### src/sv/base64_stream_decoder_unit_defines.svh
// Assertion macros shared by the decoder RTL.
`ifndef BASE64_STREAM_DECODER_UNIT_DEFINES_SVH
`define BASE64_STREAM_DECODER_UNIT_DEFINES_SVH

// Same-cycle implication, disabled during reset.
`define B64SD_ASSERT_NOW(label, clk, rst, ante, cons, msg) \
   label: assert property (@(posedge clk) disable iff (rst) (ante) |-> (cons)) \
      else $error(msg);

// Next-cycle implication, disabled during reset.
`define B64SD_ASSERT_NEXT(label, clk, rst, ante, cons, msg) \
   label: assert property (@(posedge clk) disable iff (rst) (ante) |=> (cons)) \
      else $error(msg);

`endif

### src/sv/b64sd_pkg.sv
package b64sd_pkg;

   localparam logic [7:0] PAD_SYMBOL = 8'h3D;   // '='
   localparam int MAX_RESULTS = 3;
   localparam int PUSH_COUNT_WIDTH = $clog2(MAX_RESULTS + 1);
   localparam int RESULT_DEPTH = 4;

   typedef struct packed {
      logic       ok;
      logic [5:0] value;
   } sextet_type;

   typedef struct packed {
      logic [7:0] data_byte;
      logic       failed;
      logic       last;
   } result_type;

   typedef struct packed {
      logic [PUSH_COUNT_WIDTH-1:0]  count;
      result_type [MAX_RESULTS-1:0] entry;
   } push_type;

   function automatic sextet_type sextet(input logic [7:0] c);
      sextet_type r;
      r.ok = 1'b1;
      r.value = '0;
      if (c >= 8'd65 && c <= 8'd90) begin
         r.value = 6'(c - 8'd65);
      end else if (c >= 8'd97 && c <= 8'd122) begin
         r.value = 6'(c - 8'd71);
      end else if (c >= 8'd48 && c <= 8'd57) begin
         r.value = 6'(c + 8'd4);
      end else if (c == 8'd43) begin
         r.value = 6'd62;
      end else if (c == 8'd47) begin
         r.value = 6'd63;
      end else begin
         r.ok = 1'b0;
      end
      return r;
   endfunction

endpackage

### src/sv/b64sd_decode.sv
`include "base64_stream_decoder_unit_defines.svh"

module b64sd_decode (
   input  logic                clock,
   input  logic                reset,
   input  logic                step,
   input  logic [7:0]          symbol,
   input  logic                end_of_message,
   output b64sd_pkg::push_type push
);

   logic [7:0] held_ff [3];
   logic [1:0] pos_ff, pos_in;
   logic       err_ff, err_in;

   b64sd_pkg::sextet_type a, b, c, d;
   logic [5:0] cv, dv;
   logic [7:0] bytes [3];
   logic [b64sd_pkg::PUSH_COUNT_WIDTH-1:0] nbytes;
   logic bad, err_now;

   always_comb begin
      a = b64sd_pkg::sextet(held_ff[0]);
      b = b64sd_pkg::sextet(held_ff[1]);
      c = b64sd_pkg::sextet(held_ff[2]);
      d = b64sd_pkg::sextet(symbol);
      bad = 1'b0;
      nbytes = '0;
      if (pos_ff != 2'd3) begin
         bad = end_of_message;   // length not a multiple of four
      end else if (!a.ok || !b.ok) begin
         bad = 1'b1;
      end else if (!end_of_message) begin
         if (!c.ok || !d.ok) bad = 1'b1;
         else nbytes = 2'd3;
      end else if (held_ff[2] == b64sd_pkg::PAD_SYMBOL) begin
         nbytes = 2'd1;          // fourth char left unchecked
      end else if (!c.ok) begin
         bad = 1'b1;
      end else if (symbol == b64sd_pkg::PAD_SYMBOL) begin
         nbytes = 2'd2;
      end else if (!d.ok) begin
         bad = 1'b1;
      end else begin
         nbytes = 2'd3;
      end

      cv = c.ok ? c.value : 6'd0;
      dv = d.ok ? d.value : 6'd0;
      bytes[0] = {a.value, b.value[5:4]};
      bytes[1] = {b.value[3:0], cv[5:2]};
      bytes[2] = {cv[1:0], dv};
      err_now = err_ff | bad;

      for (int i = 0; i < b64sd_pkg::MAX_RESULTS; i++) begin
         push.entry[i].data_byte = bytes[i];
         push.entry[i].failed = 1'b0;
         push.entry[i].last = end_of_message &&
            (b64sd_pkg::PUSH_COUNT_WIDTH'(i + 1) == nbytes);
      end
      if (end_of_message && err_now) begin
         push.count = 2'd1;
         push.entry[0].data_byte = 8'd0;
         push.entry[0].failed = 1'b1;
         push.entry[0].last = 1'b1;
      end else if (err_now) begin
         push.count = '0;
      end else begin
         push.count = nbytes;
      end

      pos_in = (end_of_message || pos_ff == 2'd3) ? 2'd0 : pos_ff + 2'd1;
      err_in = end_of_message ? 1'b0 : err_now;
   end

   always_ff @(posedge clock) begin
      if (reset) begin
         pos_ff <= 2'd0;
         err_ff <= 1'b0;
      end else if (step) begin
         pos_ff <= pos_in;
         err_ff <= err_in;
      end
   end

   always_ff @(posedge clock) begin
      for (int i = 0; i < 3; i++) begin
         if (step && pos_ff == 2'(i)) held_ff[i] <= symbol;
      end
   end

   `B64SD_ASSERT_NEXT(a_eom_clears, clock, reset, step && end_of_message, pos_ff == 2'd0 && !err_ff, "state not cleared at message end")
   `B64SD_ASSERT_NOW(a_fail_alone, clock, reset, push.count != '0 && push.entry[0].failed, push.count == 2'd1 && push.entry[0].last, "error result not single and last")

endmodule

### src/sv/b64sd_result_fifo.sv
`include "base64_stream_decoder_unit_defines.svh"

// Result queue taking up to MAX_RESULTS entries per cycle, one out per cycle while out_ready is high.
// DEPTH must be a power of two, at least MAX_RESULTS.
module b64sd_result_fifo #(
   parameter int DEPTH = b64sd_pkg::RESULT_DEPTH
) (
   input  logic                  clock,
   input  logic                  reset,
   input  logic                  push_en,
   input  b64sd_pkg::push_type   push,
   output logic                  fits,
   output logic                  out_valid,
   input  logic                  out_ready,
   output b64sd_pkg::result_type out_entry
);

   localparam int PtrW = $clog2(DEPTH);
   localparam int CntW = $clog2(DEPTH + 1);

   b64sd_pkg::result_type mem_ff [DEPTH];
   logic [PtrW-1:0] wr_ptr_ff, wr_ptr_in, rd_ptr_ff, rd_ptr_in;
   logic [CntW-1:0] count_ff, count_in;
   logic [b64sd_pkg::PUSH_COUNT_WIDTH-1:0] push_n;
   logic pop;

   assign push_n = push_en ? push.count : '0;
   assign out_valid = count_ff != '0;
   assign out_entry = mem_ff[rd_ptr_ff];
   assign pop = out_valid && out_ready;
   assign fits = ((CntW + 1)'(count_ff) + (CntW + 1)'(push.count)) <= (CntW + 1)'(DEPTH);

   always_comb begin
      wr_ptr_in = wr_ptr_ff + PtrW'(push_n);
      rd_ptr_in = rd_ptr_ff + PtrW'(pop);
      count_in = count_ff + CntW'(push_n) - CntW'(pop);
   end

   always_ff @(posedge clock) begin
      if (reset) begin
         wr_ptr_ff <= '0;
         rd_ptr_ff <= '0;
         count_ff <= '0;
      end else begin
         wr_ptr_ff <= wr_ptr_in;
         rd_ptr_ff <= rd_ptr_in;
         count_ff <= count_in;
      end
   end

   always_ff @(posedge clock) begin
      for (int i = 0; i < b64sd_pkg::MAX_RESULTS; i++) begin
         if (b64sd_pkg::PUSH_COUNT_WIDTH'(i) < push_n) begin
            mem_ff[wr_ptr_ff + PtrW'(i)] <= push.entry[i];
         end
      end
   end

   `B64SD_ASSERT_NOW(a_no_overflow, clock, reset, push_en, fits, "result queue overflow")
   `B64SD_ASSERT_NOW(a_count_bound, clock, reset, 1'b1, count_ff <= CntW'(DEPTH), "result count beyond depth")

endmodule

### src/sv/base64_stream_decoder_unit.sv
// Base64 stream decoder.
// req_ channel: one character per transfer (req_symbol) with req_end_of_message
// on the final character of a message. rsp_ channel: decoded bytes, one per
// transfer, with rsp_failed and rsp_last. Every fourth character of a quad
// releases up to three bytes; a malformed message drops further bytes and
// closes with a single result carrying failed and last, data zero. Bytes
// already sent for such a message must be discarded by the consumer.
// A character is registered in the input register on transfer and decoded
// from there into the result queue once the queue has room; its bytes are
// offered from the queue. Throughput: one character per cycle, sustained, as
// long as the consumer takes one byte per cycle; the limit is the result queue,
// which must have room for all bytes of a quad before the quad is decoded.
// When the consumer stalls, the queue fills, the input register holds its
// character and req_ready drops until room returns.
// Reset (synchronous): clears the quad position, the error flag, the input
// register's valid flag and the queue; no clearing pass, ready once reset ends.
module base64_stream_decoder_unit #(
   parameter int RESULT_DEPTH = b64sd_pkg::RESULT_DEPTH
) (
   input  logic       clock,
   input  logic       reset,
   input  logic       req_valid,
   output logic       req_ready,
   input  logic [7:0] req_symbol,
   input  logic       req_end_of_message,
   output logic       rsp_valid,
   input  logic       rsp_ready,
   output logic [7:0] rsp_data_byte,
   output logic       rsp_failed,
   output logic       rsp_last
);

   logic       s1_valid_ff, s1_valid_in;
   logic [7:0] s1_symbol_ff;
   logic       s1_eom_ff;
   logic       fits, step, req_xfer;
   b64sd_pkg::push_type   push;
   b64sd_pkg::result_type front;

   assign step = s1_valid_ff && fits;
   assign req_ready = !s1_valid_ff || step;
   assign req_xfer = req_valid && req_ready;
   assign s1_valid_in = req_xfer || (s1_valid_ff && !step);

   always_ff @(posedge clock) begin
      if (reset) begin
         s1_valid_ff <= 1'b0;
      end else begin
         s1_valid_ff <= s1_valid_in;
      end
   end

   always_ff @(posedge clock) begin
      if (req_xfer) begin
         s1_symbol_ff <= req_symbol;
         s1_eom_ff <= req_end_of_message;
      end
   end

   b64sd_decode u_decode (
      .clock          (clock),
      .reset          (reset),
      .step           (step),
      .symbol         (s1_symbol_ff),
      .end_of_message (s1_eom_ff),
      .push           (push)
   );

   b64sd_result_fifo #(
      .DEPTH (RESULT_DEPTH)
   ) u_fifo (
      .clock     (clock),
      .reset     (reset),
      .push_en   (step),
      .push      (push),
      .fits      (fits),
      .out_valid (rsp_valid),
      .out_ready (rsp_ready),
      .out_entry (front)
   );

   assign rsp_data_byte = front.data_byte;
   assign rsp_failed = front.failed;
   assign rsp_last = front.last;

endmodule
### config.mk
export PLATFORM = sky130hd
export DESIGN_NAME = base64_stream_decoder_unit
export DESIGN_NICKNAME = d
export VERILOG_FILES = /design/src/sv/b64sd_pkg.sv /design/src/sv/b64sd_decode.sv /design/src/sv/b64sd_result_fifo.sv /design/src/sv/base64_stream_decoder_unit.sv
export VERILOG_INCLUDE_DIRS = /design/src /design/src/sv
export SDC_FILE = /design/constraint.sdc
export NUM_CORES = 1
export LEC_CHECK = 0
export ABC_AREA = 1
export BUFFER_PORTS_ARGS = -buffer_cell sky130_fd_sc_hd__clkbuf_2
export CAP_MARGIN = 20
export CORE_UTILIZATION = 45
export DETAILED_ROUTE_END_ITERATION = 7
export HOLD_SLACK_MARGIN = 0.05
export SYNTH_ARGS = -nofsm -noshare
export SYNTH_HDL_FRONTEND = slang
export SYNTH_SLANG_ARGS = --single-unit
### constraint.sdc
create_clock -name clock -period 5.6 [get_ports clock]
set_clock_uncertainty 0.2 [all_clocks]
set_input_delay 0.56 -clock clock [delete_from_list [all_inputs] [get_ports clock]]
set_output_delay 0.56 -clock clock [all_outputs]
set_load 0.005 [all_outputs]
==> results.sh <==
export IMPL_timing_setup_tns_ps=0
export IMPL_wl_um=19400
export IMPL_synth_most_common_cell="nand2_1"
export IMPL_synth_edf_count=69
export IMPL_required_ps=5650
export IMPL_gp_congestion=0.943
export IMPL_cts_tree="yes"
export IMPL_leakage_uw=0.00359
export IMPL_synth_adder_area_share_pct=7.80
export IMPL_overflow=0
export IMPL_yosys_area_share_simple_pct=32.3
export IMPL_clockBufferDepth=2
export IMPL_ys_warn_count=0
export IMPL_outcome="finished, final reports clean"
export IMPL_fp_dieArea_um2=17000
export IMPL_cp_arrival_ps=5120
export IMPL_vias=6505
export IMPL_crit_path_top_delay_cell="fa_1"
export IMPL_synth_main_ff_cell="edfxtp_1"
export IMPL_utilization_pct=50.0
export IMPL_critPathLaunchType="flip-flop"
export IMPL_drtIter0Drc=439
export IMPL_synth_compound_area_share_pct=13.2
export IMPL_fp_row_count=46
export IMPL_io_pins=25
export IMPL_cts_hold_buf=0
export IMPL_nets=1084
export IMPL_hold_violations=0
export IMPL_placed_area_um2=7680
export IMPL_synth_area_per_cell_um2=7.41
export IMPL_cts_htree_levels=3
export IMPL_worst_pin_slew_ps=759
export IMPL_setup_viol=0
export IMPL_maxCapViolations=0
export IMPL_end_kind="flip-flop"
export IMPL_antenna_found_initial=0
export IMPL_period_minus_slack_ps=5070
export IMPL_syn_area_um2=7410
export IMPL_ys_top_cells_by_count="nand2_1, nor2_1, inv_1, nand3_1, edfxtp_1"
export IMPL_slew_headroom_pct=49.3
export IMPL_grt_usage_pct=24.3
export IMPL_ys_types=47
export IMPL_synth_nets=1058
export IMPL_portBuffers=24
export IMPL_p_seq_share_pct=40.4
export IMPL_combPwrFrac_pct=32.3
export IMPL_vdd_drop_max_mv=0.153
export IMPL_p_total_uw=2010
export IMPL_start_util_pct=46.3
export IMPL_p_switching_uw=750
export IMPL_p_clk_share_pct=27.4
export IMPL_fmax_mhz=197
export IMPL_ys_seq_elements=84
export IMPL_synth_area_top_cells="edfxtp_1, nand2_1, nand3_1"
export IMPL_crit_type="flip-flop to flip-flop"
export IMPL_synth_top_family_by_area="simple AND/OR/NAND/NOR gates"
export IMPL_yosys_area_share_xor_xnor_pct=3.66
export IMPL_area_delta_synth_final_pct=8.07
export IMPL_drv_slew=0
export IMPL_p_int_uw=1260
export IMPL_design_area_um2=8010
export IMPL_vias_per_cell=5.22
export IMPL_stdcell_count=1247
export IMPL_p_per_area_nw_per_um2=251
export IMPL_drive_gt1_share_pct=15.9
export IMPL_drc_errors=0
export IMPL_synthesis_instances=1000
export IMPL_rsz0062_at_grt="no"
export IMPL_yosysTopAreaCell="edfxtp_1"
export IMPL_cpMostUsedCell="inv_1"
export IMPL_fin_crit_sh_pct=90.5
export IMPL_final_antenna_net_count=0
export IMPL_async_flop_share_pct=0
export IMPL_antenna_cells=0
export IMPL_die_h_um=130
export IMPL_cts_sinks=84
export IMPL_p_sw_share_pct=37.4
export IMPL_die_w_um=130
export IMPL_grt_max_degree=24
export IMPL_ys_seq_area_share_pct=32.0
export IMPL_yosys_mux_area_fraction_pct=0
export IMPL_post_drt_wl_per_cell_um=15.5
export IMPL_cts_root_buffer_cell="clkbuf_16"
export IMPL_cts_made_buffers=9
export IMPL_first_pass_iters=5
export IMPL_hpwl_um=15200
export IMPL_hold_path_class="input pin to flip-flop"
export IMPL_cpPeakStageDelay_ps=480
export IMPL_grt_pass1_vias=5984
export IMPL_grt_pass1_wl_um=31000
export IMPL_dp_cells=1225
export IMPL_synth_top_area_share_pct=28.0
export IMPL_design_core_area_um2=16000
export IMPL_clk_pin_slew_ps=70
export IMPL_crit_fanout=9
export IMPL_clk_latency_ps=360
## path summary, 6_finish.rpt
path / start / to / slack [ps] / depth (start not counted)
worst max-delay path: u_decode.held_ff[0][8]$_DFFE_PP_ / u_fifo.count_ff[2]$_SDFF_PP0_ / 530 / 28
worst min-delay path: req_end_of_message / s1_eom_ff$_DFFE_PP_ / 170 / 1
worst max register to register: u_decode.held_ff[0][8]$_DFFE_PP_ / u_fifo.count_ff[2]$_SDFF_PP0_ / 530 / 28
worst min register to register: u_fifo.mem_ff[1][1]$_SDFFE_PP0N_ / u_fifo.mem_ff[1][1]$_SDFFE_PP0N_ / 290 / 2
## logic make-up (layout without fill, tap and decap cells)
kind of cell               count (synthesis)  count (layout)
AOI/OAI and AO/OA                        164             164
xor gates and xnor gates                  31              31
adders and majority gates                 45              45
buffers and inverters                    180             211
DFF                                       84              84
and+or+nand+nor                          496             496
## per-layer routing
| metal | track usage, % | wire length (um) | vias to the layer above |
|---|---|---|---|
| li1 | - | - | 3337 |
| met1 | 31.7 | 8690 | 2945 |
| met2 | 39.6 | 9060 | 185 |
| met3 | 5.17 | 1090 | 38 |
| met4 | 8.55 | 544 | 0 |
| met5 | 0 | 0 | - |
## cell usage in the layout, fill, tap and decap left out, drive strengths merged, types with 15 or more instances in the layout
cell    instances
dfxtp          15
nor2          162
buf            27
nand3         129
inv           144
nand2         185
xor2           24
a21oi          71
edfxtp         69
ha             43
clkbuf         34
o21ai          59
## power groups by stage
stage | combinational (uW) | clock (uW) | sequential [uW]
2_1_floorplan | 477 | 0 | 787
3_3_place_gp | 640 | 0 | 825
3_5_place_dp | 640 | 0 | 827
4_1_cts | 642 | 565 | 813
5_1_grt | 733 | 585 | 821
6_report | 648 | 550 | 811
## area by class of cell
cell class / instances / area, um^2
Clock inverter: 6 / 40.0
Tap cell: 216 / 270
Fill cell: 1628 / 7990
Clock buffer: 10 / 229
Sequential cell: 84 / 2370
Timing Repair Buffer: 51 / 323
Inverter: 144 / 543
Multi-Input combinational cell: 736 / 4230
## metrics by stage
stage / hold WS (ps) / worst slack, ps
after floorplan: 246 / 686
after global placement: 274 / 281
after detailed placement: 278 / 208
after CTS: 161 / 200
after global routing: 157 / 90.7
final: 174 / 533
## worst max-delay path: cells and delay by family, from the launching register on
family / cells / cell delay (ps)
fa+ha+maj: 5 / 1690
simple gates: 12 / 1440
buf+inv: 7 / 650
compound gates: 4 / 520
flops: 1 / 450
## registers in the layout, indices dropped and copies added (netlist names)
name / flops
u_decode.err_ff: 1
u_fifo.count_ff: 3
u_fifo.rd_ptr_ff: 2
u_decode.pos_ff: 2
u_decode.held_ff: 24
s1_valid_ff: 1
s1_symbol_ff: 8
s1_eom_ff: 1
u_fifo.mem_ff: 40
u_fifo.wr_ptr_ff: 2
## timing repair
item | in CTS | in global routing
setup endpoints to repair | 0 | 70
setup buffers | 0 | 6
gates resized for setup | 0 | 7
No activity file was read; power rests on OpenSTA's default activity.
